[src/rtl/pocnt_pkg.sv]
// ----------------------------------------------------------------------------
// pocnt_pkg
// Shared constants, codes and types of the partition overlap counter.
// ----------------------------------------------------------------------------
package pocnt_pkg;

  // Store geometry
  localparam int MAX_TAXA  = 256;
  localparam int MAX_PARTS = 64;
  localparam int TAXA_AW   = $clog2(MAX_TAXA);
  localparam int CNT_W     = $clog2(MAX_TAXA + 1);
  localparam int PART_AW   = $clog2(MAX_PARTS);

  // Field widths
  localparam int CMD_W  = 2;
  localparam int PART_W = 6;
  localparam int CFG_W  = 7;
  localparam int OVL_W  = 9;
  localparam int ST_W   = 2;

  localparam int OVL_MAX    = 511;
  localparam int SAT_W      = (CNT_W > OVL_W) ? CNT_W : OVL_W;
  localparam int CFG_RESET  = 64;

  // Queue between front and back
  localparam int Q_DEPTH = 2;
  localparam int Q_AW    = $clog2(Q_DEPTH);
  localparam int Q_CW    = $clog2(Q_DEPTH + 1);

  typedef enum logic [CMD_W-1:0] {
    CMD_CLEAR  = 2'd0,
    CMD_APPEND = 2'd1,
    CMD_QUERY  = 2'd2,
    CMD_NONE   = 2'd3
  } cmd_e;

  typedef enum logic [ST_W-1:0] {
    ST_OK        = 2'd0,
    ST_BAD_INDEX = 2'd1,
    ST_DROPPED   = 2'd2
  } status_e;

  // Work handed to the back end
  typedef enum logic [1:0] {
    OP_WRITE,   // store one row
    OP_COUNT,   // sweep rows and count overlap
    OP_FIXED    // result known up front, overlap zero
  } op_kind_e;

  typedef struct packed {
    op_kind_e               kind;
    logic [MAX_PARTS-1:0]   row;
    logic [TAXA_AW-1:0]     addr;
    logic [PART_W-1:0]      part_a;
    logic [PART_W-1:0]      part_b;
    logic [CNT_W-1:0]       rows;
    status_e                status;
  } op_t;

  // Clamp a count to the 9-bit result field
  function automatic logic [OVL_W-1:0] sat_overlap(input logic [CNT_W-1:0] c);
    logic [SAT_W-1:0] wide;
    wide = SAT_W'(c);
    if (wide > SAT_W'(OVL_MAX)) begin
      return OVL_W'(OVL_MAX);
    end
    return OVL_W'(wide);
  endfunction

endpackage

[src/rtl/pocnt_fifo.sv]
// ----------------------------------------------------------------------------
// pocnt_fifo
// Short work queue between front and back end.
// ----------------------------------------------------------------------------
module pocnt_fifo
  import pocnt_pkg::*;
(
  input  logic clk_i,
  input  logic rst_ni,
  input  logic push_i,
  input  op_t  op_i,
  output logic full_o,
  input  logic pop_i,
  output op_t  op_o,
  output logic empty_o
);

  op_t             slot_q [Q_DEPTH];
  logic [Q_AW-1:0] wr_ptr_q, rd_ptr_q;
  logic [Q_CW-1:0] cnt_q;
  logic            do_push, do_pop;

  assign full_o  = (cnt_q == Q_CW'(Q_DEPTH));
  assign empty_o = (cnt_q == '0);
  assign do_push = push_i && !full_o;
  assign do_pop  = pop_i && !empty_o;
  assign op_o    = slot_q[rd_ptr_q];

  // Pointers and fill level
  always_ff @(posedge clk_i or negedge rst_ni) begin
    if (!rst_ni) begin
      wr_ptr_q <= '0;
      rd_ptr_q <= '0;
      cnt_q    <= '0;
    end else begin
      if (do_push) begin
        wr_ptr_q <= (wr_ptr_q == Q_AW'(Q_DEPTH - 1)) ? '0 : wr_ptr_q + Q_AW'(1);
      end
      if (do_pop) begin
        rd_ptr_q <= (rd_ptr_q == Q_AW'(Q_DEPTH - 1)) ? '0 : rd_ptr_q + Q_AW'(1);
      end
      if (do_push && !do_pop) begin
        cnt_q <= cnt_q + Q_CW'(1);
      end else if (do_pop && !do_push) begin
        cnt_q <= cnt_q - Q_CW'(1);
      end
    end
  end

  // Payload slots
  always_ff @(posedge clk_i) begin
    if (do_push) begin
      slot_q[wr_ptr_q] <= op_i;
    end
  end

endmodule

[config.mk]
export PLATFORM = sky130hd
export DESIGN_NAME = pocnt_fifo
export DESIGN_NICKNAME = d
export VERILOG_FILES = /design/src/rtl/pocnt_pkg.sv /design/src/rtl/pocnt_fifo.sv
export SDC_FILE = /design/constraint.sdc
export NUM_CORES = 1
export LEC_CHECK = 0
export ABC_CLOCK_PERIOD_IN_PS = 12000
export BUFFER_PORTS_ARGS = -buffer_cell sky130_fd_sc_hd__buf_2
export CAP_MARGIN = 20
export CORE_ASPECT_RATIO = 0.75
export CORE_UTILIZATION = 56
export DETAILED_ROUTE_END_ITERATION = 10
export GPL_TIMING_DRIVEN = 0
export PLACE_DENSITY_LB_ADDON = 0.12
export SKIP_LAST_GASP = 1
export SLEW_MARGIN = 25
export SYNTH_ARGS = -nofsm -noshare
export SYNTH_HDL_FRONTEND = slang
export SYNTH_SLANG_ARGS = --single-unit
export TNS_END_PERCENT = 50
[constraint.sdc]
create_clock -name clk_i -period 12 [get_ports clk_i]
set_input_delay 0.6 -clock clk_i [delete_from_list [all_inputs] [get_ports clk_i]]
set_output_delay 0.6 -clock clk_i [all_outputs]
set_load 0.05 [all_outputs]
Yosys cells after proc, flatten, opt, wreduce, memory -nomap -nowiden
Memory sizes are Yosys's and may differ from the RTL's.
Index checks and enable logic that the tools add are counted.

word-level totals
  RAM bits = 194
  output and inout port bits = 99
  register bits = 4
  memories kept = 1
  input port bits = 101
  logic and storage cells = 25

memories
  name    depth  width  read ports  clocked after Yosys merged registers in  write ports  RTL line          source
  slot_q  2      97     1           0                                        1            pocnt_fifo.sv:18  op_t slot_q [Q_DEPTH];

cells by class
  reduce and logical (&&, ||, !) cells = 10
  equality and inequality tests = 1
  add/subtract/negate cells = 4
  multiplexer cells = 6

operator list
  kind                 number
  $logic_and 1x1->1    4
  $logic_not 1->1      4
  $mux 1               4
  $mux 2               2
  $add 1x1->1 const B  2
  $add 2x1->2 const B  1
  $eq 2x2->1 const B   1
  $logic_not 2->1      1
  $reduce_bool 2->1    1
  $sub 2x1->2 const B  1

Longest topological paths before layout
  depth in word-level cells = 7
  mapped depth = 7
  gate-level depth less buffers = 7

Worst setup path after synthesis
No wires, ideal clock.

  path kind = input to register
  from = in push_i
  to = mem slot_q[0][0] (netlist bit), enable pin
  data required time = 11447 ps
  library setup time = 553 ps
  buffers on the path = 0
  stages = 2
  arrival = 4727 ps
  setup slack = 6719 ps
  cell sequence = nand2_1 -> nor2_1

between the ends
  word-level cells in the longest chain between the ends = 3

ends and longest elaborated chain
  item                          RTL line          source
  start, declared               pocnt_fifo.sv:10  input logic push_i,
  $logic_and 1x1->1             pocnt_fifo.sv:25  assign do_push = push_i && !full_o;
  $mux 1                        pocnt_fifo.sv:52  if (do_push) begin
  $mux 1 (not written as such)  pocnt_fifo.sv:53  slot_q[wr_ptr_q] <= op_i;
  end, declared                 pocnt_fifo.sv:18

Every way passes these cells.

==> flow_summary.json <==
{
  "cts.htree.levels": 4,
  "die_h_um": 101,
  "mostFrequentLayoutCells": "sky130_fd_sc_hd__buf_2, sky130_fd_sc_hd__edfxtp_1, sky130_fd_sc_hd__mux2_2",
  "normalized_max_slew_margin_pct": 54.5,
  "worst_slack_ns": 9.61,
  "critical_path_class": "reg -> out",
  "holdCritPathClass": "in -> reg",
  "power_mw": 2.70,
  "placement.setup.worst_slack_ns": 9.95,
  "final.min_clock_period_ns": 2.39,
  "outcome": "completed",
  "post-dp-hpwl_um": 8580,
  "synth_seq_cells": 198,
  "cp_max_fanout": 10,
  "tritoncts": "yes",
  "post-place-cells": 691,
  "grt_start_max_net_pins": 52,
  "critical_path_arrival_ns": 1.79,
  "chip_width_um": 134,
  "layout.cells.most_common": "sky130_fd_sc_hd__buf_2",
  "maxClockFrequency_ghz": 0.419,
  "design_area_mm2": 0.00919,
  "insertion_delay_ns": 0.41,
  "detailedRoute.firstPassIterationCount": 4,
  "initial_core_util_pct": 58.2,
  "worst_setup_path_end_kind": "output port",
  "drt_drc_violations_left": 0,
  "final-max-slew-violation-count": 0,
  "rows": 35,
  "clk_root_buffer_cell": "sky130_fd_sc_hd__clkbuf_16",
  "final.setup_skew_ns": 0.00957,
  "tightestPinTransition_ns": 0.682,
  "critical_path_required_ns": 11.40,
  "crit_path_cell_trace": "buf_6 -> buf_6 -> buf_6 -> mux2_4 -> buf_2",
  "antenna_violations_before_repair": 1,
  "crit_buf_inv": 4,
  "fp.dieArea_mm2": 0.0134,
  "setup_repair_after_global_routing_missed_its_margin": "no",
  "peak_supply_drop_mv": 0.216,
  "first_iter_violations": 180,
  "place_congestion": 0.724,
  "power.leakage_nw": 3.53,
  "setup_violations": 0,
  "grt_pass1_vias": 3740,
  "port-buffer-count": 199,
  "worst_hold_slack_ns": 0.368,
  "ys.warnings.count": 0,
  "yosys.cell_types.count": 15,
  "postSynthCellCount": 321,
  "design.core.area_mm2": 0.0125,
  "finish.net_count": 647,
  "grt_first_pass_wirelength_um": 18600,
  "final_period_util_pct": 19.9,
  "layout-drive-gt1-share_pct": 61.5,
  "critical_path.startpoint_type": "register",
  "avg_inst_size_synth_um2": 22.6,
  "cellPowerDensity_mw_per_mm2": 293,
  "path_common_cell": "sky130_fd_sc_hd__buf_6",
  "dr_total_vias": 3648,
  "worst_setup_hold_path_clk_slew_ns": 0.07,
  "routed_wirelength_um": 12600,
  "post_drt_wl_per_cell_um": 17.4,
  "cap_violations": 0,
  "finalSetupTns_ns": 0,
  "crit_slowest_cell": "sky130_fd_sc_hd__dfrtp_1",
  "worst_path_largest_cell_delay_ns": 0.34,
  "global_route.overflow_total": 0,
  "io_pins": 200,
  "finish.cell_count_without_fillers": 725,
  "placed_cell_area_mm2": 0.00860,
  "clock_tree.buffer_depth": 2,
  "worst_path_dominant_cell_family": "buffers and inverters",
  "hold_viol": 0,
  "post_drt_via_cell_ratio": 5.03,
  "cts_made_buffers": 17,
  "final_core_utilization_pct": 73.6,
  "clock-sinks": 198,
  "syn_nets": 423,
  "cell_area_after_synthesis_mm2": 0.00727,
  "global_route.usage.total_pct": 19.2,
  "areaGrowthSynthToFinish_pct": 26.4,
  "sequential_area_share_after_synthesis_pct": 81.5,
  "antenna_left": 0
}
## cells by family after synthesis
family	share of synthesized area (%)
AO/OA/AOI/OAI	0.0688
XOR/XNOR	0.603
adder cells (fa/ha/maj)	0.172
buffers and inverters	1.20
flip-flops	81.5
multiplexers	16.1
AND/OR/NAND/NOR	0.379
## timing repair
action / 4_1_cts / 5_1_grt
setup buffers: 0 / 0
hold endpoints to repair: 4 / 0
endpoints found under the setup margin: 0 / 0
hold buffers: 1 / 0
resized for setup: 0 / 0
## area by class of cell
class / instances / area (µm²)
fillers: 794 / 3290
plain buffers: 11 / 80.1
repair buffers: 205 / 1120
clock inverters: 13 / 145
clock buffers: 19 / 433
multi-input cells: 110 / 1270
well taps: 166 / 208
diodes: 1 / 2.50
flip-flops and latches: 198 / 5930
inverters: 2 / 7.51
## per-layer routing
metal / part of all wire (%) / track usage, % / up-vias / wire (µm)
met2: 50 / 32.8 / 131 / 6350
met3: 7.8 / 6.59 / 10 / 978
met5: 0 / 0 / - / 0
met1: 41 / 22.8 / 1775 / 5130
li1: - / - / 1732 / -
met4: 0.97 / 7.08 / 0 / 122
## cell usage after synthesis, drive strengths merged
cell | instances | area (µm²)
edfxtp | 194 | 5830
buf | 11 | 80.1
mux2 | 97 | 1170
xnor2 | 3 | 26.3
inv | 2 | 7.51
nand2b | 1 | 6.26
o21ai | 1 | 5.00
dfrtp | 4 | 100
ha | 1 | 12.5
nand2 | 1 | 3.75
and3 | 1 | 6.26
nor2 | 3 | 11.3
xor2 | 2 | 17.5
## worst register-to-register path, delay by kind of cell, from the launching register on
family                 cells  cell delay, ns
DFF                        1            0.45
and+or+nand+nor            2            0.84
buffers and inverters      1            0.33
## power by group
part	switching, mW	internal, mW
sequential	0.0389	0.944
combinational	0.818	0.341
clock	0.243	0.310
## worst paths after layout
check / from / to / slack (ns) / depth (start not counted)
max: rd_ptr_q / op_o[51] / 9.61 / 5
min: op_i[69] / slot_q[0][69] / 0.37 / 1
max reg2reg: cnt_q[0] / slot_q[1][6] / 10.02 / 3
min reg2reg: cnt_q[1] / cnt_q[1] / 0.56 / 1
max in group asynchronous: rst_ni / cnt_q[0] / 11.31 / 2
min in group asynchronous: rst_ni / rd_ptr_q / 0.56 / 2
## sequential cells by signal (all words and copies together) (netlist names)
signal and cells:
cnt_q 2, slot_q 194, wr_ptr_q 1, rd_ptr_q 1
No activity file was read; power rests on OpenSTA's default activity.
