===== src/rtl/pocnt_pkg.sv =====
// ----------------------------------------------------------------------------
// pocnt_pkg
// Shared constants, codes and types of the partition overlap counter.
// ----------------------------------------------------------------------------
package pocnt_pkg;

  // Store geometry
  localparam int MAX_TAXA  = 256;
  localparam int MAX_PARTS = 64;
  localparam int TAXA_AW   = $clog2(MAX_TAXA);
  localparam int CNT_W     = $clog2(MAX_TAXA + 1);
  localparam int PART_AW   = $clog2(MAX_PARTS);

  // Field widths
  localparam int CMD_W  = 2;
  localparam int PART_W = 6;
  localparam int CFG_W  = 7;
  localparam int OVL_W  = 9;
  localparam int ST_W   = 2;

  localparam int OVL_MAX    = 511;
  localparam int SAT_W      = (CNT_W > OVL_W) ? CNT_W : OVL_W;
  localparam int CFG_RESET  = 64;

  // Queue between front and back
  localparam int Q_DEPTH = 2;
  localparam int Q_AW    = $clog2(Q_DEPTH);
  localparam int Q_CW    = $clog2(Q_DEPTH + 1);

  typedef enum logic [CMD_W-1:0] {
    CMD_CLEAR  = 2'd0,
    CMD_APPEND = 2'd1,
    CMD_QUERY  = 2'd2,
    CMD_NONE   = 2'd3
  } cmd_e;

  typedef enum logic [ST_W-1:0] {
    ST_OK        = 2'd0,
    ST_BAD_INDEX = 2'd1,
    ST_DROPPED   = 2'd2
  } status_e;

  // Work handed to the back end
  typedef enum logic [1:0] {
    OP_WRITE,   // store one row
    OP_COUNT,   // sweep rows and count overlap
    OP_FIXED    // result known up front, overlap zero
  } op_kind_e;

  typedef struct packed {
    op_kind_e               kind;
    logic [MAX_PARTS-1:0]   row;
    logic [TAXA_AW-1:0]     addr;
    logic [PART_W-1:0]      part_a;
    logic [PART_W-1:0]      part_b;
    logic [CNT_W-1:0]       rows;
    status_e                status;
  } op_t;

  // Clamp a count to the 9-bit result field
  function automatic logic [OVL_W-1:0] sat_overlap(input logic [CNT_W-1:0] c);
    logic [SAT_W-1:0] wide;
    wide = SAT_W'(c);
    if (wide > SAT_W'(OVL_MAX)) begin
      return OVL_W'(OVL_MAX);
    end
    return OVL_W'(wide);
  endfunction

endpackage


===== src/rtl/pocnt_in_if.sv =====
// ----------------------------------------------------------------------------
// pocnt_in_if
// Command channel: valid/ready handshake with one command word.
// ----------------------------------------------------------------------------
interface pocnt_in_if
  import pocnt_pkg::*;
();
  logic                 valid;
  logic                 ready;
  logic [CMD_W-1:0]     cmd;
  logic [MAX_PARTS-1:0] row_bits;
  logic [PART_W-1:0]    part_a;
  logic [PART_W-1:0]    part_b;

  modport source (output valid, cmd, row_bits, part_a, part_b, input ready);
  modport sink   (input valid, cmd, row_bits, part_a, part_b, output ready);
endinterface


===== src/rtl/pocnt_front.sv =====
// ----------------------------------------------------------------------------
// pocnt_front
// Accepts command words, keeps row count and drop flag, classifies each
// command and pushes store, count or fixed-result work into the queue.
// ----------------------------------------------------------------------------
module pocnt_front
  import pocnt_pkg::*;
(
  input  logic             clk_i,
  input  logic             rst_ni,
  pocnt_in_if.sink         in_s,
  input  logic [CFG_W-1:0] parts_i,
  input  logic             q_full_i,
  output logic             q_push_o,
  output op_t              q_op_o
);

  logic [CNT_W-1:0]     row_cnt_q, row_cnt_d;
  logic                 dropped_q, dropped_d;
  logic [CFG_W-1:0]     np;
  logic [MAX_PARTS-1:0] mask;
  logic                 accept;
  logic                 full;
  logic                 bad_idx;
  cmd_e                 cmd;

  assign in_s.ready = !q_full_i;
  assign accept     = in_s.valid && in_s.ready;
  assign cmd        = cmd_e'(in_s.cmd);
  assign full       = (row_cnt_q == CNT_W'(MAX_TAXA));

  // Effective partition count and column mask
  assign np = (parts_i > CFG_W'(MAX_PARTS)) ? CFG_W'(MAX_PARTS) : parts_i;
  always_comb begin
    for (int p = 0; p < MAX_PARTS; p++) begin
      mask[p] = (CFG_W'(p) < np);
    end
  end

  assign bad_idx = ({1'b0, in_s.part_a} >= np) || ({1'b0, in_s.part_b} >= np);

  // Classify
  always_comb begin
    row_cnt_d      = row_cnt_q;
    dropped_d      = dropped_q;
    q_push_o       = 1'b0;
    q_op_o.kind    = OP_FIXED;
    q_op_o.row     = in_s.row_bits & mask;
    q_op_o.addr    = row_cnt_q[TAXA_AW-1:0];
    q_op_o.part_a  = in_s.part_a;
    q_op_o.part_b  = in_s.part_b;
    q_op_o.rows    = row_cnt_q;
    q_op_o.status  = dropped_q ? ST_DROPPED : ST_OK;
    if (accept) begin
      case (cmd)
        CMD_CLEAR: begin
          row_cnt_d = '0;
          dropped_d = 1'b0;
        end
        CMD_APPEND: begin
          if (full) begin
            dropped_d = 1'b1;
          end else begin
            q_push_o    = 1'b1;
            q_op_o.kind = OP_WRITE;
            row_cnt_d   = row_cnt_q + CNT_W'(1);
          end
        end
        CMD_QUERY: begin
          q_push_o = 1'b1;
          if (bad_idx) begin
            q_op_o.status = ST_BAD_INDEX;
          end else if (in_s.part_a != in_s.part_b) begin
            q_op_o.kind = OP_COUNT;
          end
        end
        default: ;
      endcase
    end
  end

  always_ff @(posedge clk_i or negedge rst_ni) begin
    if (!rst_ni) begin
      row_cnt_q <= '0;
      dropped_q <= 1'b0;
    end else begin
      row_cnt_q <= row_cnt_d;
      dropped_q <= dropped_d;
    end
  end

endmodule


===== src/flat_wrapper.sv =====
// flat-port wrapper written by rule: the top's interface ports become plain ports
module pocnt_front_flat import pocnt_pkg::*;
  (clk_i, rst_ni, parts_i, q_full_i, q_push_o, q_op_o, in_s_valid, in_s_cmd, in_s_row_bits, in_s_part_a, in_s_part_b, in_s_ready);
  pocnt_in_if in_s_i ();
  input  logic clk_i;
  input  logic rst_ni;
  input  logic [CFG_W-1:0] parts_i;
  input  logic q_full_i;
  output logic q_push_o;
  output op_t q_op_o;
  input wire logic [$bits(in_s_i.valid)-1:0] in_s_valid;
  input wire logic [$bits(in_s_i.cmd)-1:0] in_s_cmd;
  input wire logic [$bits(in_s_i.row_bits)-1:0] in_s_row_bits;
  input wire logic [$bits(in_s_i.part_a)-1:0] in_s_part_a;
  input wire logic [$bits(in_s_i.part_b)-1:0] in_s_part_b;
  output wire logic [$bits(in_s_i.ready)-1:0] in_s_ready;
  assign in_s_i.valid = in_s_valid;
  assign in_s_i.cmd = in_s_cmd;
  assign in_s_i.row_bits = in_s_row_bits;
  assign in_s_i.part_a = in_s_part_a;
  assign in_s_i.part_b = in_s_part_b;
  assign in_s_ready = in_s_i.ready;
  pocnt_front u_core (.clk_i(clk_i), .rst_ni(rst_ni), .in_s(in_s_i), .parts_i(parts_i), .q_full_i(q_full_i), .q_push_o(q_push_o), .q_op_o(q_op_o));
endmodule

===== config.mk =====
export PLATFORM = sky130hd
export DESIGN_NAME = pocnt_front_flat
export DESIGN_NICKNAME = d
export VERILOG_FILES = /design/src/rtl/pocnt_pkg.sv /design/src/rtl/pocnt_in_if.sv /design/src/rtl/pocnt_front.sv /design/src/flat_wrapper.sv
export SDC_FILE = /design/constraint.sdc
export NUM_CORES = 1
export LEC_CHECK = 0
export ABC_CLOCK_PERIOD_IN_PS = 6250
export BUFFER_PORTS_ARGS = -buffer_cell sky130_fd_sc_hd__clkbuf_2
export CORE_ASPECT_RATIO = 0.9
export CORE_UTILIZATION = 28
export CTS_BUF_LIST = sky130_fd_sc_hd__clkbuf_2 sky130_fd_sc_hd__clkbuf_4 sky130_fd_sc_hd__clkbuf_8
export CTS_CLUSTER_SIZE = 40
export DETAILED_ROUTE_END_ITERATION = 10
export GPL_TIMING_DRIVEN = 0
export SLEW_MARGIN = 10
export SYNTH_ARGS = -nofsm -noshare
export SYNTH_HDL_FRONTEND = slang
export SYNTH_SLANG_ARGS = --single-unit

===== constraint.sdc =====
create_clock -name clk_i -period 6.25 [get_ports clk_i]
set_input_delay 1.875 -clock clk_i [delete_from_list [all_inputs] [get_ports clk_i]]
set_output_delay 1.875 -clock clk_i [all_outputs]
set_load 0.01 [all_outputs]

## Word level (Yosys, flattened, before mapping)

Index checks and enable logic that the tools add are counted.

- Equality and inequality tests: 6
- Bitwise logic cells: 1
- Magnitude comparators: 67
- Reductions and logical operators: 7
- Multiplexer cells: 17
- $add $sub $neg: 1

Operators by type and width:

| cell | count |
|---|---|
| $lt 6x7->1 const A | 32 |
| $lt 5x7->1 const A | 16 |
| $and 64x64->64 | 1 |
| $lt 4x7->1 const A | 8 |
| $lt 3x7->1 const A | 4 |
| $pmux 9 s2 | 1 |
| $mux 2 | 8 |
| $ge 6x7->1 | 2 |
| $lt 1x7->1 const A | 2 |
| $lt 2x7->1 const A | 2 |
| $add 9x1->9 const B | 1 |
| $eq 9x9->1 const B | 1 |
| $mux 9 | 1 |
| $gt 7x7->1 const B | 1 |
| $mux 7 | 1 |
| $ne 6x6->1 | 1 |
| $reduce_and 3->1 | 2 |
| $pmux 1 s2 | 2 |
| $pmux 2 s2 | 1 |
| $mux 1 | 3 |
| $eq 2x1->1 const B | 1 |
| $eq 2x2->1 const B | 1 |
| $logic_not 2->1 | 1 |
| $ne 2x1->1 const B | 1 |
| 5 further kinds | 5 |

- Bits in registers: 10

## Logic depth before layout (Yosys ltp)

- Word-level depth: 7
- Depth in mapped cells: 10

## Least setup slack after synthesis

No wires, ideal clock.

- Kind: input-to-output
- From: input port parts_i[6]
- To: output port q_op_o[96] in the netlist's numbering
- Setup slack: 0.705 ns
- Cell stages on the path: 9
- Arrival: 3.670 ns
- Cell sequence: buf_2 buf_2 buf_2 nand2b_1 ha_1 a21o_1 a2111oi_2 o21ai_2 o31a_1

RTL lines:

| what | line | source |
|---|---|---|
| start: declaration | flat_wrapper.sv:7 | `input logic [CFG_W-1:0] parts_i;` |
| end: declaration | flat_wrapper.sv:10 | `output op_t q_op_o;` |

==> metrics.csv <==
stage,metric,value,unit
timing,worstMarginPinSlew,0.553,ns
routing,wirelength,8.04,mm
floorplanning,io_pins,188,
floorplanning,start_util,0.296,
synth,syn_avg_cell_area,6.78,um^2
clocking,cts_buffers,3,
cells_and_area,diodes,0,
synth,synth_nets,420,
timing,fin_hold_ws,0.545,ns
timing,rsz0062_at_grt,no,
critical_path,max_stage_delay,0.30,ns
floorplanning,die_w,93.9,um
routing,dr.pass1.iters,4,
clocking,clock-sinks,10,
cells_and_area,layout.nets,610,
floorplanning,core_area,0.00718,mm^2
critical_path,path_class,primary input to output port,
synth,synth_seq_cells,10,
timing,drv_slew,0,
critical_path,worstPathArrival,4.15,ns
placement,place_ws,0.261,ns
critical_path,cp_max_fo,10,
synth,seq_area_frac_synth,0.118,
timing,fmax,0.166,GHz
synth,synth_edf_count,0,
synth,synth_area_leaders,"dfrtp_1, ha_1, buf_4",
pwr,irDropWorstVdd,62.4,uV
critical_path,crit_slowest_cell,o31a_1,
critical_path,end_kind,output port,
clocking,clk_pin_slew,0.05,ns
clocking,cts_hold_buf,0,
clocking,cts_setup_buffers,0,
critical_path,cpMostUsedCell,buf_2,
worst_hold_path,hp-start,u_core.dropped_q$_DFFE_PN0P_,
floorplanning,row_count,29,
placement,dpl.cell_count,592,
synth,ys_warn_count,0,
synth,synthesis.area,0.00213,mm^2
routing,drc,0,
placement,io_buffers,185,
routing,via_per_inst,4.79,
synth,synth_flop_cell,dfrtp_1,
global_route,grt_pass1_wl,12.5,mm
timing,worst_slack,0.226,ns
clocking,cts_tree,built,
routing,detail_route.iter0.violations,49,
global_route,grtUsageTotal,0.197,
synth,async_reset_ff_frac,1.00,
status,status,finished clean,
synth,synth.most_common_cell,nor2_1,
flow_run,maxCapViolCount,0,
critical_path,cp-start-kind,primary input,
synth,synth_top_cell_by_area,dfrtp_1,
critical_path,crit_chain,clkbuf_2 -> buf_2 -> buf_2 -> buf_2 -> nor2b_1 -> ha_1 -> nand2b_1 -> a211oi_1 -> o32a_1 -> o21ai_2 -> o31a_1 -> clkbuf_2,
synth,yosys-top-cells-count,"nor2_1, nand2_1, a21oi_1",
floorplanning,fp.dieArea,0.00795,mm^2
floorplanning,dieHeight,84.7,um
global_route,grt_max_degree,11,
clocking,worstSkewPairLatency,0.24,ns
pwr,p_leak,1.77,nW
global_route,grt_antenna_before_repair,0,
critical_path,required,4.38,ns
clocking,cts_root_buf,clkbuf_8,
clocking,h-tree-depth,1,
synth,yosysTopAreaCellShare,0.118,
clocking,cts-resized-gates,0,
placement,dp_hpwl,6.90,mm
timing,finalCritPeriodShare,0.964,
timing,relSlewSlack,0.630,
synth,syn-instance-count,314,
routing,post_drt_wl_per_cell,13.5,um
clocking,cts_max_path_buffers,2,
placement,routabilityCongestion,0.864,
critical_path,critPathLaunch,parts_i[6],
cells_and_area,drive_gt1_frac,0.452,
worst_hold_path,hold_class,register to register,
synth,ys_types,41,
timing,hold_viol_final,0,
timing,layout_min_cycle_time,6.02,ns
timing,clock-skew-final,0.00397,ns
timing,setup-violations-final,0,
cells_and_area,area_growth,50.9,%
routing,detail-route-antenna-nets,0,
global_route,grt_overflow,0,
cells_and_area,instances_no_fill,595,
pwr,power_density,125,mW/mm^2
timing,setup_tns,0,ns
routing,vias,2848,
global_route,grt_pass1_vias,2563,
critical_path,reg2reg_from,u_core.row_cnt_q[0]$_DFFE_PN0P_,
cells_and_area,nFillCells,794,
## placed cells by master (no fill, tap or decap), types with 3 or more instances in the layout
| cell type | count |
|---|---|
| clkbuf_1 | 7 |
| nor3_1 | 6 |
| o21ai_0 | 13 |
| inv_1 | 15 |
| clkbuf_8 | 3 |
| xnor2_1 | 7 |
| xor2_1 | 4 |
| clkbuf_2 | 185 |
| a21o_1 | 3 |
| a21boi_0 | 20 |
| nand3_1 | 7 |
| nand2b_1 | 6 |
| and2_1 | 5 |
| nand2_1 | 29 |
| buf_2 | 10 |
| nor2_1 | 39 |
| dfrtp_1 | 10 |
| o21a_1 | 19 |
| ha_1 | 17 |
| nor4_1 | 3 |
| nor2b_1 | 19 |
| a21oi_1 | 26 |
| buf_4 | 21 |
## logic make-up (layout without fill, tap and decap cells)
| logic type | after synthesis | in the layout | synth area share |
|---|---|---|---|
| fa+ha+maj | 17 | 17 | 0.0999 |
| compound gates | 93 | 93 | 0.288 |
| simple gates | 129 | 129 | 0.311 |
| flops | 10 | 10 | 0.118 |
| buf+inv | 54 | 242 | 0.138 |
| xor+xnor | 11 | 11 | 0.0453 |
## state kept, by name, summed over array words and instances (netlist names)
signal / count
u_core.dropped_q: 1
u_core.row_cnt_q: 9
## report_power, final
group	total, W	switching [W]	internal [W]
combinational	0.000241	0.000126	0.000115
clock	0.0000652	0.0000232	0.0000420
sequential	0.0000949	0.0000204	0.0000745
## through the flow
stage	utilization	power, W	instance area, um^2
global route	0.447	0.000436	3210
detailed placement	0.441	0.000337	3170
floorplan	-	0.000229	2130
CTS	0.447	0.000403	3210
finish	0.447	0.000401	3210
global placement	0.441	0.000332	3170
## area by class of cell
type | count | area [um^2] | share of cell area
timing repair buffer | 185 | 926 | 0.288
sequential | 10 | 250 | 0.0779
tap | 93 | 116 | 0.0362
inverter | 15 | 56.3 | 0.0175
clock buffer | 3 | 41.3 | 0.0129
buffer | 39 | 238 | 0.0740
multi-input combinational | 250 | 1580 | 0.493
## routing by layer
layer  track usage  vias up  wire, um
li1              -     1431         -
met1         0.229     1282      3230
met2         0.367      125      4170
met3        0.0344       10       541
met4        0.0490        0       106
met5             0        -         0
## final timing paths
| kind | end | cells after the start | slack, ns |
|---|---|---|---|
| max | q_op_o[96] | 12 | 0.23 |
| min | u_core.dropped_q$_DFFE_PN0P_ | 2 | 0.55 |
| max reg2reg | u_core.row_cnt_q[8]$_DFFE_PN0P_ | 6 | 4.58 |
| min reg2reg | u_core.dropped_q$_DFFE_PN0P_ | 2 | 0.55 |
| max in group asynchronous | u_core.row_cnt_q[8]$_DFFE_PN0P_ | 1 | 4.54 |
| min in group asynchronous | u_core.row_cnt_q[0]$_DFFE_PN0P_ | 1 | 1.50 |
## critical path, delay by kind of cell
family	cells	cell delay [ns]
adders and majority gates	1	0.27
AOI/OAI and AO/OA	4	0.83
buffers and inverters	5	0.93
and+or+nand+nor	2	0.23
Power figures use the tool's default switching activity.
